### src/hdl/cosine_sum_window_generator_assert.svh
// assertion macros used by the window generator top level
`ifndef COSINE_SUM_WINDOW_GENERATOR_ASSERT_SVH
`define COSINE_SUM_WINDOW_GENERATOR_ASSERT_SVH

// same-cycle implication
`define CSWG_ASSERT_NOW(lbl, clk, rst_n, ante, cons, msg) \
    lbl: assert property (@(posedge clk) disable iff (!rst_n) (ante) |-> (cons)) \
        else $error(msg);

// next-cycle implication
`define CSWG_ASSERT_NEXT(lbl, clk, rst_n, ante, cons, msg) \
    lbl: assert property (@(posedge clk) disable iff (!rst_n) (ante) |=> (cons)) \
        else $error(msg);

`endif

### src/hdl/cswg_pkg.sv
// types, constants and arithmetic helpers of the cosine-sum window generator
package cswg_pkg;

    localparam int LEN_W      = 13;
    localparam int IDX_W      = 12;
    localparam int COEF_W     = 18;
    localparam int W_W        = 18;
    localparam int NUM_COEF   = 5;
    localparam int CFG_IDX_W  = 3;
    localparam int CFG_DATA_W = 18;
    localparam int PH_W       = 32;
    localparam int QUO_W      = 33;
    localparam int COS_W      = 32;
    localparam int DIV_LAT    = QUO_W;
    localparam int COS_LAT    = 10;

    localparam logic [CFG_IDX_W-1:0] CFG_LENGTH    = 3'd0;
    localparam logic [CFG_IDX_W-1:0] CFG_SYMMETRIC = 3'd1;
    localparam logic [CFG_IDX_W-1:0] CFG_COEF0     = 3'd2;
    localparam logic [CFG_IDX_W-1:0] CFG_COEF1     = 3'd3;
    localparam logic [CFG_IDX_W-1:0] CFG_COEF2     = 3'd4;
    localparam logic [CFG_IDX_W-1:0] CFG_COEF3     = 3'd5;
    localparam logic [CFG_IDX_W-1:0] CFG_COEF4     = 3'd6;

    localparam logic [32:0] TWO_PI_Q30 = 33'd6746518852;
    localparam logic [30:0] ONE_Q30    = 31'h4000_0000;

    // floor(x / (2^pre * b)) as ((x >> pre) * mul) >> post
    typedef struct packed {
        logic [1:0]  pre;
        logic [29:0] mul;
        logic [5:0]  post;
    } t_div_coef;

    // index {sin, step}: cos 56 30 12 2, sin 72 42 20 6
    localparam t_div_coef DIV_TAB [8] = '{
        '{2'd3, 30'd613566757, 6'd32},
        '{2'd1, 30'd572662307, 6'd33},
        '{2'd2, 30'd715827883, 6'd31},
        '{2'd1, 30'd1,         6'd0},
        '{2'd3, 30'd954437177, 6'd33},
        '{2'd1, 30'd818089009, 6'd34},
        '{2'd2, 30'd858993460, 6'd32},
        '{2'd1, 30'd715827883, 6'd31}
    };

    typedef struct packed {
        logic [IDX_W-1:0] n;
        logic             err;
    } t_q_item;

    typedef struct packed {
        logic valid;
        logic err;
    } t_tag;

    typedef struct packed {
        logic [29:0] y;
        logic [29:0] y2;
        logic [1:0]  quad;
        logic        neg;
    } t_cos_side;

    function automatic logic [29:0] mulq(input logic [30:0] a, input logic [30:0] b);
        logic [61:0] prod;
        prod = 62'(a) * 62'(b) + 62'(32'h2000_0000);
        return 30'(prod >> 30);
    endfunction

    function automatic logic [29:0] cdiv(input logic [29:0] x, input logic [2:0] sel);
        t_div_coef   c;
        logic [29:0] xs;
        logic [59:0] prod;
        c    = DIV_TAB[sel];
        xs   = x >> c.pre;
        prod = 60'(xs) * 60'(c.mul);
        return 30'(prod >> c.post);
    endfunction

endpackage

### src/hdl/cswg_if.sv
// item channels of the window generator
interface cswg_smp_if import cswg_pkg::*; ();
    logic             valid;
    logic             ready;
    logic [IDX_W-1:0] sample_index;

    modport source (output valid, output sample_index, input ready);
    modport sink (input valid, input sample_index, output ready);
endinterface


### src/hdl/cswg_front.sv
// input side: takes sample indices and flags those outside the window
module cswg_front import cswg_pkg::*; (
    cswg_smp_if.sink         i_smp,
    input  logic [LEN_W-1:0] i_len,
    input  logic             i_full,
    output logic             o_push,
    output t_q_item          o_item
);

    assign i_smp.ready = !i_full;
    assign o_push      = i_smp.valid && !i_full;
    assign o_item.n    = i_smp.sample_index;
    assign o_item.err  = {1'b0, i_smp.sample_index} >= i_len;

endmodule

### src/flat_wrapper.sv
// flat-port wrapper written by rule: the top's interface ports become plain ports
module cswg_front_flat import cswg_pkg::*;
  (i_len, i_full, o_push, o_item, i_smp_valid, i_smp_sample_index, i_smp_ready);
  cswg_smp_if i_smp_i ();
  input  logic [LEN_W-1:0] i_len;
  input  logic i_full;
  output logic o_push;
  output t_q_item o_item;
  input wire logic [$bits(i_smp_i.valid)-1:0] i_smp_valid;
  input wire logic [$bits(i_smp_i.sample_index)-1:0] i_smp_sample_index;
  output wire logic [$bits(i_smp_i.ready)-1:0] i_smp_ready;
  assign i_smp_i.valid = i_smp_valid;
  assign i_smp_i.sample_index = i_smp_sample_index;
  assign i_smp_ready = i_smp_i.ready;
  cswg_front u_core (.i_smp(i_smp_i), .i_len(i_len), .i_full(i_full), .o_push(o_push), .o_item(o_item));
endmodule
### config.mk
export PLATFORM = sky130hd
export DESIGN_NAME = cswg_front_flat
export DESIGN_NICKNAME = d
export VERILOG_FILES = /design/src/hdl/cosine_sum_window_generator_assert.svh /design/src/hdl/cswg_pkg.sv /design/src/hdl/cswg_if.sv /design/src/hdl/cswg_front.sv /design/src/flat_wrapper.sv
export SDC_FILE = /design/constraint.sdc
export NUM_CORES = 1
export LEC_CHECK = 0
export ABC_AREA = 0
export BUFFER_PORTS_ARGS = -buffer_cell sky130_fd_sc_hd__clkbuf_2
export CORE_AREA = 2 2 39 41
export DETAILED_ROUTE_END_ITERATION = 8
export DIE_AREA = 0 0 41 43
export PLACE_DENSITY = 0.71
export SETUP_SLACK_MARGIN = 0.3
export SLEW_MARGIN = 10
export SYNTH_ARGS = -nofsm -noshare
export SYNTH_HDL_FRONTEND = slang
export SYNTH_SLANG_ARGS = --single-unit
### constraint.sdc
create_clock -name vclk -period 1.7
set_input_delay 0.17 -clock vclk [all_inputs]
set_output_delay 0.17 -clock vclk [all_outputs]
set_load 0.01 [all_outputs]
==> results.toml <==
[run_status]
status = "complete, no violations"

[power]
p_switching_mw = 0.0666
power.leakage_nw = 0.387
power_mw = 0.140
sequentialPowerShare = 0
ir_worst_vdd_mv = 0.0833
p_per_area_nw_per_um2 = 239
switching_share = 0.476
clock_power_share = 0
comb_power_share = 1.000
p_int_mw = 0.0732

[place]
place.gp.congestion = 0.579
dp_hpwl_um = 776
portBuffers = 42

[detailed_routing]
wire_per_inst_um = 7.82
antenna_left = 0
drt_iter0_markers = 0
drc = 0
num_vias = 445
drt_wl_total_um = 805
routed_via_density = 4.32
first_pass_iters = 1

[global_route]
antenna_found_initial = 0
grt_max_degree = 4
grt_usage = 0.0899
grt_pass1_vias = 380
grt_pass1_wl_um = 1210
overflow = 0

[die]
ios = 42
rows = 14
die_x_um = 41
start_util = 0.290
die_h_um = 43
fp.dieArea_sq_um = 1760
core_area_sq_um = 1380

[yosys]
synth_fp_nets = 96
synth_cell_types = 16
ys_top_cells_by_count = "inv_1, buf_4, ha_1"
yosysTopAreaCellShare = 0.374
synth-warning-count = 0
syn_inst = 57
synth.most_common_cell = "inv_1"
ys_seq_area_frac = 0
synth.avg_cell_area_sq_um = 7.05
yosysTopAreaCell = "ha_1"
synth.cell_area_sq_um = 402
synthTopCellsByArea = "ha_1, buf_4, inv_1, a21oi_1, nand2_1"

[hold_path]
hold_depth = 2
hp-class = "in2out"

[setup_path]
crit_type = "in2out"
arrival_ns = 1.17
start_kind = "primary input"
cp_max_fo = 2
setup.worst_path.end_class = "primary output"
startpoint = "i_smp_sample_index[10]"
required_ns = 1.53
endpoint = "o_item[0]"

[cells_and_area]
synthToLayoutAreaGrowth_pct = 45.8
nFlopsAndLatches = 0
n_clock_buffer = 0
drive_gt1_frac = 0.586
seq_area_sq_um = 0
insertedDiodeCount = 0
utilization = 0.423
nets = 128

[timing]
finalHoldViolations = 0
relSlewSlack = 0.896
finalHoldWorstSlack_ns = 0.543
tns_ns = 0
drv_slew = 0
finalCritPeriodShare = 0.788
rsz0062_at_grt = "no"
period_needed_ns = 1.34
setup_violations = 0
tightestPinTransition_ns = 0.155
max_freq_mhz = 747

[run]
cap_violations = 0
## cell usage in the layout (no fill, tap or decap)
cell type	count
a21oi_1	2
nor2_1	1
and4b_1	1
nand3_1	1
nor2b_1	1
clkbuf_2	41
o21ai_1	2
inv_1	12
a21oi_2	3
nand4_1	1
inv_2	2
buf_2	1
a211oi_2	1
a2bb2oi_2	1
nand2_1	4
ha_1	10
a21o_1	1
ha_4	2
## worst min path at each step
stage                               start  slack, ns           to
global route        i_smp_sample_index[0]       0.56    o_item[1]
global placement    i_smp_sample_index[0]       0.54    o_item[1]
finish              i_smp_sample_index[0]       0.54    o_item[1]
CTS                 i_smp_sample_index[0]       0.55    o_item[1]
detailed placement  i_smp_sample_index[0]       0.54    o_item[1]
floorplan                          i_full       0.38  i_smp_ready
## power by group through the flow
stage	logic [mW]	clock network, mW	registers (mW)
after floorplan	0.0830	0	0
after global placement	0.121	0	0
after detailed placement	0.125	0	0
after CTS	0.129	0	0
after global routing	0.162	0	0
final	0.140	0	0
## final cells by class
type               count  area, sq um
well taps             16         20.0
repair buffers        42          210
fillers              155          798
multi-input cells     31          303
inverters             14         52.6
## metrics by stage
| stage | std cells | setup slack [ns] | cell area (sq um) |
|---|---|---|---|
| 6_report | 103 | 0.360 | 586 |
| 5_1_grt | 103 | 0.297 | 586 |
| 4_1_cts | 103 | 0.305 | 554 |
| 3_5_place_dp | 103 | 0.266 | 542 |
| 3_3_place_gp | 103 | 0.268 | 542 |
| 2_1_floorplan | 57 | 0.506 | 402 |
## critical path, cell delays in order
cell and delay, ns:
clkbuf_2 0.11, ha_4 0.24, a21o_1 0.18, a21oi_2 0.13, a2bb2oi_2 0.14, o21ai_1 0.06
buf_2 0.14
## timing repair
| action | 4_1_cts | 5_1_grt |
|---|---|---|
| setup endpoints to repair | 1 | 1 |
| buffers inserted | 0 | 0 |
| resized for setup | 1 | 9 |
| hold buffers | 0 | 0 |
| pin swaps | 0 | 4 |
| hold endpoints to repair | 0 | 0 |
## cells by family (layout without fill, tap and decap cells)
group,count (synthesis),in the layout,synth area share
AOI/OAI and AO/OA,10,10,0.156
adders and majority gates,12,12,0.374
buffers and inverters,26,56,0.355
and+or+nand+nor,9,9,0.115
## metal layers
layer  vias to the layer above  track usage  part of all wire
li1                        237            -                 -
met1                       185       0.0854              0.34
met2                        23        0.197              0.55
met3                         0            0              0.11
met4                         0            0                 0
met5                         -            0                 0
No activity file was read; power rests on OpenSTA's default activity.
