### src/hdl/cosine_sum_window_generator_assert.svh
// assertion macros used by the window generator top level
`ifndef COSINE_SUM_WINDOW_GENERATOR_ASSERT_SVH
`define COSINE_SUM_WINDOW_GENERATOR_ASSERT_SVH

// same-cycle implication
`define CSWG_ASSERT_NOW(lbl, clk, rst_n, ante, cons, msg) \
    lbl: assert property (@(posedge clk) disable iff (!rst_n) (ante) |-> (cons)) \
        else $error(msg);

// next-cycle implication
`define CSWG_ASSERT_NEXT(lbl, clk, rst_n, ante, cons, msg) \
    lbl: assert property (@(posedge clk) disable iff (!rst_n) (ante) |=> (cons)) \
        else $error(msg);

`endif

### src/hdl/cswg_pkg.sv
// types, constants and arithmetic helpers of the cosine-sum window generator
package cswg_pkg;

    localparam int LEN_W      = 13;
    localparam int IDX_W      = 12;
    localparam int COEF_W     = 18;
    localparam int W_W        = 18;
    localparam int NUM_COEF   = 5;
    localparam int CFG_IDX_W  = 3;
    localparam int CFG_DATA_W = 18;
    localparam int PH_W       = 32;
    localparam int QUO_W      = 33;
    localparam int COS_W      = 32;
    localparam int DIV_LAT    = QUO_W;
    localparam int COS_LAT    = 10;

    localparam logic [CFG_IDX_W-1:0] CFG_LENGTH    = 3'd0;
    localparam logic [CFG_IDX_W-1:0] CFG_SYMMETRIC = 3'd1;
    localparam logic [CFG_IDX_W-1:0] CFG_COEF0     = 3'd2;
    localparam logic [CFG_IDX_W-1:0] CFG_COEF1     = 3'd3;
    localparam logic [CFG_IDX_W-1:0] CFG_COEF2     = 3'd4;
    localparam logic [CFG_IDX_W-1:0] CFG_COEF3     = 3'd5;
    localparam logic [CFG_IDX_W-1:0] CFG_COEF4     = 3'd6;

    localparam logic [32:0] TWO_PI_Q30 = 33'd6746518852;
    localparam logic [30:0] ONE_Q30    = 31'h4000_0000;

    // floor(x / (2^pre * b)) as ((x >> pre) * mul) >> post
    typedef struct packed {
        logic [1:0]  pre;
        logic [29:0] mul;
        logic [5:0]  post;
    } t_div_coef;

    // index {sin, step}: cos 56 30 12 2, sin 72 42 20 6
    localparam t_div_coef DIV_TAB [8] = '{
        '{2'd3, 30'd613566757, 6'd32},
        '{2'd1, 30'd572662307, 6'd33},
        '{2'd2, 30'd715827883, 6'd31},
        '{2'd1, 30'd1,         6'd0},
        '{2'd3, 30'd954437177, 6'd33},
        '{2'd1, 30'd818089009, 6'd34},
        '{2'd2, 30'd858993460, 6'd32},
        '{2'd1, 30'd715827883, 6'd31}
    };

    typedef struct packed {
        logic [IDX_W-1:0] n;
        logic             err;
    } t_q_item;

    typedef struct packed {
        logic valid;
        logic err;
    } t_tag;

    typedef struct packed {
        logic [29:0] y;
        logic [29:0] y2;
        logic [1:0]  quad;
        logic        neg;
    } t_cos_side;

    function automatic logic [29:0] mulq(input logic [30:0] a, input logic [30:0] b);
        logic [61:0] prod;
        prod = 62'(a) * 62'(b) + 62'(32'h2000_0000);
        return 30'(prod >> 30);
    endfunction

    function automatic logic [29:0] cdiv(input logic [29:0] x, input logic [2:0] sel);
        t_div_coef   c;
        logic [29:0] xs;
        logic [59:0] prod;
        c    = DIV_TAB[sel];
        xs   = x >> c.pre;
        prod = 60'(xs) * 60'(c.mul);
        return 30'(prod >> c.post);
    endfunction

endpackage

### src/hdl/cswg_queue.sv
// small item queue between the front and the compute pipeline
module cswg_queue import cswg_pkg::*; #(
    parameter int DEPTH = 4
) (
    input  logic    i_clk,
    input  logic    i_rst_n,
    input  logic    i_push,
    input  t_q_item i_item,
    output logic    o_full,
    input  logic    i_pop,
    output t_q_item o_item,
    output logic    o_empty
);

    localparam int AW = $clog2(DEPTH);

    logic [AW-1:0] r_wr;
    logic [AW-1:0] r_rd;
    logic [AW:0]   r_cnt;
    t_q_item       r_mem [DEPTH];

    assign o_full  = r_cnt == (AW+1)'(DEPTH);
    assign o_empty = r_cnt == '0;
    assign o_item  = r_mem[r_rd];

    always_ff @(posedge i_clk) begin
        if (!i_rst_n) begin
            r_wr  <= '0;
            r_rd  <= '0;
            r_cnt <= '0;
        end else begin
            if (i_push) begin
                r_wr <= AW'(r_wr + 1'b1);
            end
            if (i_pop) begin
                r_rd <= AW'(r_rd + 1'b1);
            end
            if (i_push && !i_pop) begin
                r_cnt <= r_cnt + 1'b1;
            end else if (!i_push && i_pop) begin
                r_cnt <= r_cnt - 1'b1;
            end
        end
    end

    always_ff @(posedge i_clk) begin
        if (i_push) begin
            r_mem[r_wr] <= i_item;
        end
    end

endmodule

### config.mk
export PLATFORM = sky130hd
export DESIGN_NAME = cswg_queue
export DESIGN_NICKNAME = d
export VERILOG_FILES = /design/src/hdl/cosine_sum_window_generator_assert.svh /design/src/hdl/cswg_pkg.sv /design/src/hdl/cswg_queue.sv
export SDC_FILE = /design/constraint.sdc
export NUM_CORES = 1
export LEC_CHECK = 0
export BUFFER_PORTS_ARGS = -buffer_cell sky130_fd_sc_hd__buf_2
export CAP_MARGIN = 20
export CORE_MARGIN = 3
export CORE_UTILIZATION = 55
export DETAILED_ROUTE_END_ITERATION = 8
export PLACE_DENSITY = 0.77
export SLEW_MARGIN = 40
export SYNTH_ARGS = -nofsm -noshare
export SYNTH_HDL_FRONTEND = slang
export SYNTH_SLANG_ARGS = --single-unit
export TNS_END_PERCENT = 5
### constraint.sdc
create_clock -name i_clk -period 5 [get_ports i_clk]
set_clock_uncertainty 0.15 [all_clocks]
set_input_delay 0.25 -clock i_clk [delete_from_list [all_inputs] [get_ports i_clk]]
set_output_delay 0.25 -clock i_clk [all_outputs]
set_load 0.01 [all_outputs]
==> metrics <==
number of synthesized register bits=between 60 and 70; Max Fclk=roughly 0.47 GHz; ant diodes=0; crit path time final=2.12 ns; Seq/Total Area, Yosys=74.8%; Detailed Routing Iterations Pass 1=4; Net Count, Synth=133; busiest layer in global routing=met2; area occupied by multi-input gates=554 um^2; Initial Util=57.8%; die area=5050 um^2; grt met1 use=about a fifth; initial antenna violation count=0; CP endpoint kind=output port; Worst-Margin Slew=0.702 ns; Mean Syn Cell Area=21.2 um^2; I/O pin count=32; Final WS setup=2.88 ns; register area=1740 um^2; Worst slew margin=a little over half; RSZ-0062 raised after global routing=false; critical path type=reg -> out; CP max FO=13; H-tree depth=3; clk buf depth=2; initial DRC count=62; All-Layer GR Usage=17.3%; met2 GRT Util=27.6%; post-synthesis cell type count=20; Ys Warns=0; max_cap viols=0; routability congestion estimate=0.666; DR vias=about 1200; number of global-route vias before repair=around 1300; Routed Antenna Nets=0; Area growth, synth to finish=23.5%; # DRC=0; CTS buffer count=9; Core ar.=4030 um^2; die width=71.1 um; Startpoint Class=register; Syn Std Cell Area=2330 um^2; Worst EP arrival=roughly 1.7 ns; final core utilization=71.3%; port buffer count=31; post-DP HPWL=2280 um; Final #Nets=186; clock network latency to the later pin of the worst-skew pair=0.33 ns; die height=71.1 um; outcome=complete, no violations; Syn Inst Count=110; WL/cell=17.0 um; crit-path max cell delay=0.61 ns; CTS tree=built; fin crit share=~42%; post-CTS sizing=0; Worst Path Required=about 4.6 ns; Hold WC Path Type=in -> reg; LEAKAGE=1.05 nW; worst slack, placed=2.89 ns; clk slew on worst S/H paths=0.07 ns; Hold Fails Final Rpt=0; Peak VDD IR=337 uV; Root Driver=clkbuf_8; Slowest cell on crit path=dfxtp_2; Avg Vias per Cell=5.36; total gr overflow=0; crit-path cells=mux4_1 > buf_2; Total Wirelength=around 3700 um; Layout fillers=257; first-pass GRT wire length=about 6200 um; post-route setup TNS=0 ns; final setup vio count=0; Sink Count=between 60 and 70; fraction of layout cells with a size suffix above 1=33.9%; pwr dens=413 nW/um^2; largest net degree at the start of global routing=14; FP Rows=23; final slew viol count=0; GR Util met3=7.24%
-- cells by family after synthesis --
group	count (synthesis)	share of synthesized area [%]
flops	61	74.8
compound gates	2	0.538
simple gates	15	3.92
fa+ha+maj	6	3.55
xor+xnor	5	1.88
mux	15	13.9
buf+inv	6	1.34
-- registers in the layout, indices dropped and copies added, names as in the netlist, named ones only --
register	count
r_cnt	3
r_rd	2
r_mem	52
r_wr	2
-- metal layers --
metal | part of all wire, % | vias up
met2 | 50 | 28
met1 | 43 | 590
met5 | 0 | -
met4 | 2.3 | 0
met3 | 4.3 | 6
li1 | - | 544
-- per-stage QoR --
stage,cells,hold WS [ns],power [W],cell area (um^2)
after floorplan,110,0.199,0.000680,2330
after global placement,189,0.310,0.000717,2530
after detailed placement,189,0.321,0.000726,2530
after CTS,218,0.0633,0.00120,2870
after global routing,218,0.0831,0.00124,2870
final,218,0.0764,0.00119,2870
-- timing repair --
| item | 4_1_cts | 5_1_grt |
|---|---|---|
| endpoints found under the hold margin | 52 | 0 |
| buffers inserted | 0 | 0 |
| hold buffers | 13 | 0 |
-- cells in the final DEF, fill, tap and decap left out --
| cell | n |
|---|---|
| nand2_1 | 1 |
| or3_1 | 1 |
| mux2i_1 | 2 |
| fa_1 | 1 |
| bufinv_16 | 2 |
| clkinvlp_4 | 1 |
| nor2b_1 | 2 |
| dfxtp_2 | 1 |
| a21boi_0 | 1 |
| dfxtp_1 | 8 |
| clkinv_2 | 2 |
| nor3_1 | 1 |
| o21ai_0 | 1 |
| buf_2 | 31 |
| inv_1 | 4 |
| mux4_1 | 3 |
| xnor2_1 | 2 |
| clkinv_4 | 1 |
| dlygate4sd3_1 | 13 |
| nor3b_1 | 1 |
| ha_1 | 5 |
| clkinv_1 | 1 |
| xor2_1 | 3 |
| mux4_2 | 10 |
| and2_1 | 9 |
| edfxtp_1 | 52 |
| clkbuf_8 | 9 |
-- where the power goes --
part | internal (W) | switching (W) | total [W]
Clock | 0.000278 | 0.000188 | 0.000465
Combinational | 0.0000637 | 0.0000532 | 0.000117
Sequential | 0.000582 | 0.0000212 | 0.000604
-- cells in the mapped netlist --
cell | count | share of area, %
or3_1 | 1 | 0.27
buf_6 | 1 | 0.48
mux4_1 | 3 | 3.4
nor2b_1 | 2 | 0.54
nand2_1 | 1 | 0.16
nor3_1 | 1 | 0.21
and2_1 | 9 | 2.4
edfxtp_1 | 52 | 67
o21ai_0 | 1 | 0.21
a21boi_0 | 1 | 0.32
ha_1 | 5 | 2.7
dfxtp_1 | 9 | 7.7
fa_1 | 1 | 0.86
xor2_1 | 3 | 1.1
mux4_2 | 10 | 9.7
nor3b_1 | 1 | 0.32
buf_2 | 1 | 0.21
mux2i_1 | 2 | 0.86
inv_1 | 4 | 0.64
xnor2_1 | 2 | 0.75
-- worst paths after layout --
kind	start	endpoint	slack (ns)	depth (start not counted)
setup / recovery	register	o_item[9]	2.88	2
hold reg to reg	r_cnt[2]	r_cnt[2]	0.39	2
setup reg to reg	r_cnt[0]	r_cnt[2]	3.26	4
hold / removal	i_rst_n	r_cnt[0]	0.08	2
-- worst max-delay path, delay by kind of cell (launching register included) --
family   cells  cell delay, ns
buf+inv      1            0.16
flops        1            0.61
mux          1            0.61
-- layout make-up --
cell class,count,area share (%)
timing repair buffer,44,9.93
sequential,61,60.6
inverter,4,0.522
multi-input combinational,43,19.3
clock buffer,9,4.31
tap,50,2.18
clock inverter,7,3.13
(Power assumes the default switching activity.)
