## config.mk

```make
export PLATFORM = sky130hd
export DESIGN_NAME = cswg_phase
export DESIGN_NICKNAME = d
export VERILOG_FILES = /design/src/hdl/cosine_sum_window_generator_assert.svh /design/src/hdl/cswg_pkg.sv /design/src/hdl/cswg_phase.sv
export SDC_FILE = /design/constraint.sdc
export NUM_CORES = 2
export LEC_CHECK = 0
export CAP_MARGIN = 25
export CORE_MARGIN = 5
export CORE_UTILIZATION = 30
export DETAILED_ROUTE_END_ITERATION = 8
export DONT_BUFFER_PORTS = 1
export GPL_TIMING_DRIVEN = 1
export PLACE_DENSITY = 0.42
export RECOVER_POWER = 100
export SLEW_MARGIN = 10
export SYNTH_ARGS = -nofsm -noshare
export SYNTH_HDL_FRONTEND = slang
export SYNTH_SLANG_ARGS = --single-unit
```

## constraint.sdc

```tcl
create_clock -name i_clk -period 15.5 [get_ports i_clk]
set_input_delay 0 -clock i_clk [delete_from_list [all_inputs] [get_ports i_clk]]
set_output_delay 0 -clock i_clk [all_outputs]
set_load 0.1 [all_outputs]
```

## src/hdl/cosine_sum_window_generator_assert.svh

```systemverilog
// assertion macros used by the window generator top level
`ifndef COSINE_SUM_WINDOW_GENERATOR_ASSERT_SVH
`define COSINE_SUM_WINDOW_GENERATOR_ASSERT_SVH

// same-cycle implication
`define CSWG_ASSERT_NOW(lbl, clk, rst_n, ante, cons, msg) \
    lbl: assert property (@(posedge clk) disable iff (!rst_n) (ante) |-> (cons)) \
        else $error(msg);

// next-cycle implication
`define CSWG_ASSERT_NEXT(lbl, clk, rst_n, ante, cons, msg) \
    lbl: assert property (@(posedge clk) disable iff (!rst_n) (ante) |=> (cons)) \
        else $error(msg);

`endif

```

## src/hdl/cswg_pkg.sv

```systemverilog
// types, constants and arithmetic helpers of the cosine-sum window generator
package cswg_pkg;

    localparam int LEN_W      = 13;
    localparam int IDX_W      = 12;
    localparam int COEF_W     = 18;
    localparam int W_W        = 18;
    localparam int NUM_COEF   = 5;
    localparam int CFG_IDX_W  = 3;
    localparam int CFG_DATA_W = 18;
    localparam int PH_W       = 32;
    localparam int QUO_W      = 33;
    localparam int COS_W      = 32;
    localparam int DIV_LAT    = QUO_W;
    localparam int COS_LAT    = 10;

    localparam logic [CFG_IDX_W-1:0] CFG_LENGTH    = 3'd0;
    localparam logic [CFG_IDX_W-1:0] CFG_SYMMETRIC = 3'd1;
    localparam logic [CFG_IDX_W-1:0] CFG_COEF0     = 3'd2;
    localparam logic [CFG_IDX_W-1:0] CFG_COEF1     = 3'd3;
    localparam logic [CFG_IDX_W-1:0] CFG_COEF2     = 3'd4;
    localparam logic [CFG_IDX_W-1:0] CFG_COEF3     = 3'd5;
    localparam logic [CFG_IDX_W-1:0] CFG_COEF4     = 3'd6;

    localparam logic [32:0] TWO_PI_Q30 = 33'd6746518852;
    localparam logic [30:0] ONE_Q30    = 31'h4000_0000;

    // floor(x / (2^pre * b)) as ((x >> pre) * mul) >> post
    typedef struct packed {
        logic [1:0]  pre;
        logic [29:0] mul;
        logic [5:0]  post;
    } t_div_coef;

    // index {sin, step}: cos 56 30 12 2, sin 72 42 20 6
    localparam t_div_coef DIV_TAB [8] = '{
        '{2'd3, 30'd613566757, 6'd32},
        '{2'd1, 30'd572662307, 6'd33},
        '{2'd2, 30'd715827883, 6'd31},
        '{2'd1, 30'd1,         6'd0},
        '{2'd3, 30'd954437177, 6'd33},
        '{2'd1, 30'd818089009, 6'd34},
        '{2'd2, 30'd858993460, 6'd32},
        '{2'd1, 30'd715827883, 6'd31}
    };

    typedef struct packed {
        logic [IDX_W-1:0] n;
        logic             err;
    } t_q_item;

    typedef struct packed {
        logic valid;
        logic err;
    } t_tag;

    typedef struct packed {
        logic [29:0] y;
        logic [29:0] y2;
        logic [1:0]  quad;
        logic        neg;
    } t_cos_side;

    function automatic logic [29:0] mulq(input logic [30:0] a, input logic [30:0] b);
        logic [61:0] prod;
        prod = 62'(a) * 62'(b) + 62'(32'h2000_0000);
        return 30'(prod >> 30);
    endfunction

    function automatic logic [29:0] cdiv(input logic [29:0] x, input logic [2:0] sel);
        t_div_coef   c;
        logic [29:0] xs;
        logic [59:0] prod;
        c    = DIV_TAB[sel];
        xs   = x >> c.pre;
        prod = 60'(xs) * 60'(c.mul);
        return 30'(prod >> c.post);
    endfunction

endpackage

```

## src/hdl/cswg_phase.sv

```systemverilog
// phase pipeline: n * 2^32 / d one quotient bit a stage, then term phases
module cswg_phase import cswg_pkg::*; #(
    parameter int NT = 5
) (
    input  logic             i_clk,
    input  logic             i_rst_n,
    input  logic             i_en,
    input  logic             i_valid,
    input  t_q_item          i_item,
    input  logic [LEN_W-1:0] i_d,
    input  logic             i_dz,
    output t_tag             o_tag,
    output logic [PH_W-1:0]  o_phase [NT]
);

    logic [QUO_W-1:0] r_quo  [DIV_LAT];
    logic [LEN_W-1:0] r_rem  [DIV_LAT];
    t_tag             r_dtag [DIV_LAT];
    logic [QUO_W-1:0] n_quo  [DIV_LAT];
    logic [LEN_W-1:0] n_rem  [DIV_LAT];
    t_tag             r_ptag;
    logic [PH_W-1:0]  r_phase [NT];
    logic [PH_W-1:0]  n_phase [NT];

    always_comb begin
        logic [LEN_W-1:0] n13;
        logic [LEN_W:0]   rem2;
        logic             b;
        n13      = {1'b0, i_item.n};
        b        = n13 >= i_d;
        n_rem[0] = b ? LEN_W'(n13 - i_d) : n13;
        n_quo[0] = {{(QUO_W-1){1'b0}}, b};
        for (int i = 1; i < DIV_LAT; i++) begin
            rem2     = {r_rem[i-1], 1'b0};
            b        = rem2 >= {1'b0, i_d};
            n_rem[i] = b ? LEN_W'(rem2 - {1'b0, i_d}) : LEN_W'(rem2);
            n_quo[i] = {r_quo[i-1][QUO_W-2:0], b};
        end
    end

    always_comb begin
        logic [17:0]      lhs;
        logic [2:0]       j;
        logic [PH_W-1:0]  kq;
        logic [QUO_W-1:0] quo;
        logic [LEN_W-1:0] rem;
        quo = r_quo[DIV_LAT-1];
        rem = r_rem[DIV_LAT-1];
        for (int k = 0; k < NT; k++) begin
            lhs = 18'(2 * k) * 18'(rem) + 18'(i_d);
            j   = '0;
            for (int m = 1; m < NT; m++) begin
                if (m <= k && lhs >= 18'(2 * m) * 18'(i_d)) begin
                    j = j + 1'b1;
                end
            end
            kq = PH_W'(quo * QUO_W'(k));
            if (i_dz) begin
                kq = '0;
                j  = '0;
            end
            n_phase[k] = kq + {k[0], 31'b0} + PH_W'(j);
        end
    end

    always_ff @(posedge i_clk) begin
        if (i_en) begin
            for (int i = 0; i < DIV_LAT; i++) begin
                r_quo[i] <= n_quo[i];
                r_rem[i] <= n_rem[i];
            end
            for (int k = 0; k < NT; k++) begin
                r_phase[k] <= n_phase[k];
            end
        end
    end

    always_ff @(posedge i_clk) begin
        if (!i_rst_n) begin
            for (int i = 0; i < DIV_LAT; i++) begin
                r_dtag[i] <= '0;
            end
            r_ptag <= '0;
        end else if (i_en) begin
            r_dtag[0] <= '{valid: i_valid, err: i_item.err};
            for (int i = 1; i < DIV_LAT; i++) begin
                r_dtag[i] <= r_dtag[i-1];
            end
            r_ptag <= r_dtag[DIV_LAT-1];
        end
    end

    assign o_tag = r_ptag;

    always_comb begin
        for (int k = 0; k < NT; k++) begin
            o_phase[k] = r_phase[k];
        end
    end

endmodule

```

==> metrics <==
smallest hold slack=0.0743 ns; family with the most delay on the worst path=buffers and inverters; pre-CTS setup slack=7.04 ns; fill cell count=22300; worst clock skew=0.0402 ns; placed insts=8609; Clock Power Share=20.7%; most frequent cells in the layout=edfxtp_1, ha_1, nor2_1; Final nets=6559; Cell Area, Synth=67800 um2; pwr/cell area=215 nW/um2; failing checks=capacitance limit, slew limit; mux contribution to synthesized area=6.32%; Final ANT Viol Nets=0; CP cell instances=dlygate4sd3_1, clkbuf_1, clkbuf_1, buf_16, clkbuf_2, buf_16; HP Class=input pin to register; clock transition at the registers of the reported paths=0.05 ns; Syn-to-layout area delta=13.3%; CTS buffer count=143; power share of the combinational group=47.2%; Worst Setup End Kind=register; H-tree depth=4; Initial Util=30.2%; Synth Area in Simple Gates=10.2%; Sink Count=1153; sequential fraction of the synthesis area=51.0%; Final setup viols=0; cell count after synthesis=5660; layout cell share with drive strength beyond 1=9.78%; post-layout minimum cycle time=10.22 ns; Util after Layout=34.2%; Yosys cell types=79; Setup WS post-layout=5.28 ns; Skew-Pair Late Insertion Delay=0.80 ns; largest family of logic cells by synthesized area=adder cells; switching share of total power=38.6%; internal power=10.1 mW; commonest non-fill, non-tap cell in the layout=edfxtp_1; remaining global-route overflow=0; outcome=complete, but fails checks; die height=485 um; number of I/O port buffers=0; Post-synth ARST share=0%; VDD IR max=0.000132 V; Sequential Power Share=32.1%; Slowest cell on crit path=clkbuf_1; Setup TNS Final=0 ns; total power draw=16.5 mW; Synth Area in Adders=13.7%; crit path launch type=input pin; ys flop type=edfxtp_1; Static Leak=29.5 nW; first-pass GRT wire length=266 mm; largest net degree at the start of global routing=217; routed vias/inst=4.83; Slew headroom=-666%; crit-path max FO=170; max-cap check violation count=7; final instance area=76900 um2; Worst Path Required=15.91 ns; vias post-DR=43100; Worst Tran Pin Value=11.49 ns; number of enable flip-flop cells after synthesis=1151; Synth Area in Compound Gates=10.2%; CTS tree=built; Yosys warning count=0; Buf+Inv Stages, Crit Path=6; Placed Instance Area=71700 um2; Critical Setup Path Class=input pin to register; CTS Buffer Depth=3; routability congestion estimate=0.813; DP Wirelength=116 mm; drt pass-1 iters=6; worst path arrival time=10.63 ns; RSZ-0062 raised after global routing=no; Slew Limit Fails=612; initial antenna violation count=4; Fin. Hold Viols=0; die width=485 um; Post-Synth XOR/XNOR Area=6.22%; DRC viols=0; NetSw=6.38 mW; WL per Instance=19.4 um; fin crit share=65.9%; Iteration-0 DRC Markers=2266; fmax=97.8 MHz; WL final=173 mm; Yosys reg bits=1153; Core Box Area=225000 um2; Post-Syn Area per Cell=12.0 um2; all-layer global routing usage=14.5%; I/O Pins=193; vias in the first global route=43900; std cell rows=174; full die area=236000 um2; crit-path max cell delay=4.94 ns; Post-CTS Setup Bufs=0; CTS root buffer=clkbuf_16; Cell Count, Final, Fillers Out=8922
-- power groups by stage --
stage / clock network, mW / registers, mW / logic (mW)
after floorplan: 0 / 5.12 / 6.07
after global placement: 0 / 5.38 / 7.87
final: 3.42 / 5.31 / 7.80
after CTS: 3.57 / 5.32 / 8.04
after detailed placement: 0 / 5.37 / 7.92
after global routing: 3.70 / 5.39 / 8.82
-- logic make-up after synthesis --
kind of cell             after synthesis
AND/OR/NAND/NOR                     1431
multiplexers                         385
XOR/XNOR                             482
buffers and inverters                385
AO/OA/AOI/OAI                       1106
other                                  1
adder cells (fa/ha/maj)              717
flip-flops                          1153
-- cells in the mapped netlist (14+ instances only) --
cell	count	share of area, %
and2_1	15	0.14
a31oi_1	46	0.42
buf_1	14	0.077
mux2i_1	40	0.59
a21o_1	105	1.2
or3_1	17	0.16
a21boi_0	71	0.79
nand2b_1	24	0.22
a211oi_1	44	0.49
a21oi_1	329	2.4
xnor2_1	326	4.2
clkbuf_1	55	0.30
and3_1	113	1.0
edfxtp_1	1151	51
o2111ai_1	39	0.50
buf_2	26	0.19
o211ai_1	16	0.18
a21bo_2	21	0.31
mux2_2	345	5.7
o21a_1	64	0.71
nand3_1	51	0.38
xor2_1	156	2.0
nor3_1	112	0.83
buf_4	32	0.35
inv_1	256	1.4
nand2_1	384	2.1
fa_1	41	1.2
o21bai_1	47	0.52
ha_1	676	12
or2_2	49	0.45
nor2_1	403	2.2
nor2b_1	113	1.0
o21ai_0	242	1.8
o21ai_1	27	0.20
nand4_1	102	0.94
-- registers in the layout, summed over array words and instances (netlist names) --
register,count
r_dtag,66
r_quo,528
r_rem,429
o_tag,2
r_phase,128
-- what timing repair did --
action | 4_1_cts | 5_1_grt
resized for setup | 0 | 0
hold endpoints to repair | 475 | 0
hold buffers | 48 | 0
-- worst min-delay path: cells and delay by family --
kind	cells	cell delay (ns)
buf+inv	1	0.55
compound gates	1	0.10
simple gates	1	0.05
-- layer usage --
| layer | global-route usage (%) | share of wire, % | routed length, um |
|---|---|---|---|
| met1 | 19.4 | 47 | 81300 |
| met2 | 24.4 | 47 | 81700 |
| met3 | 2.40 | 3.5 | 6070 |
| met4 | 3.67 | 2.2 | 3880 |
| met5 | 0 | 0 | 0 |
-- cell type report --
type	instances	area [um2]	share of cell area (%)
clock buffer	172	3710	4.82
tap	2992	3740	4.87
multi-input combinational	4153	31800	41.3
sequential	1153	34600	45.0
timing repair buffer	102	931	1.21
inverter	258	970	1.26
antenna	2	5.00	0.00651
clock inverter	90	1150	1.50
-- worst paths after layout --
kind | startpoint | to | slack [ns] | cells past startpoint
worst max register to register | r_rem[0][417]$_DFFE_PP_ | r_phase[3][31]$_DFFE_PP_ | 6.80 | 32
worst max-delay path | i_en | r_rem[0][371]$_DFFE_PP_ | 5.28 | 6
worst min-delay path | i_item[10] | r_rem[0][9]$_DFFE_PP_ | 0.07 | 3
worst min register to register | r_quo[0][627]$_DFFE_PP_ | r_quo[0][661]$_DFFE_PP_ | 0.39 | 0
Note: power is estimated with default switching activity, not from simulation.
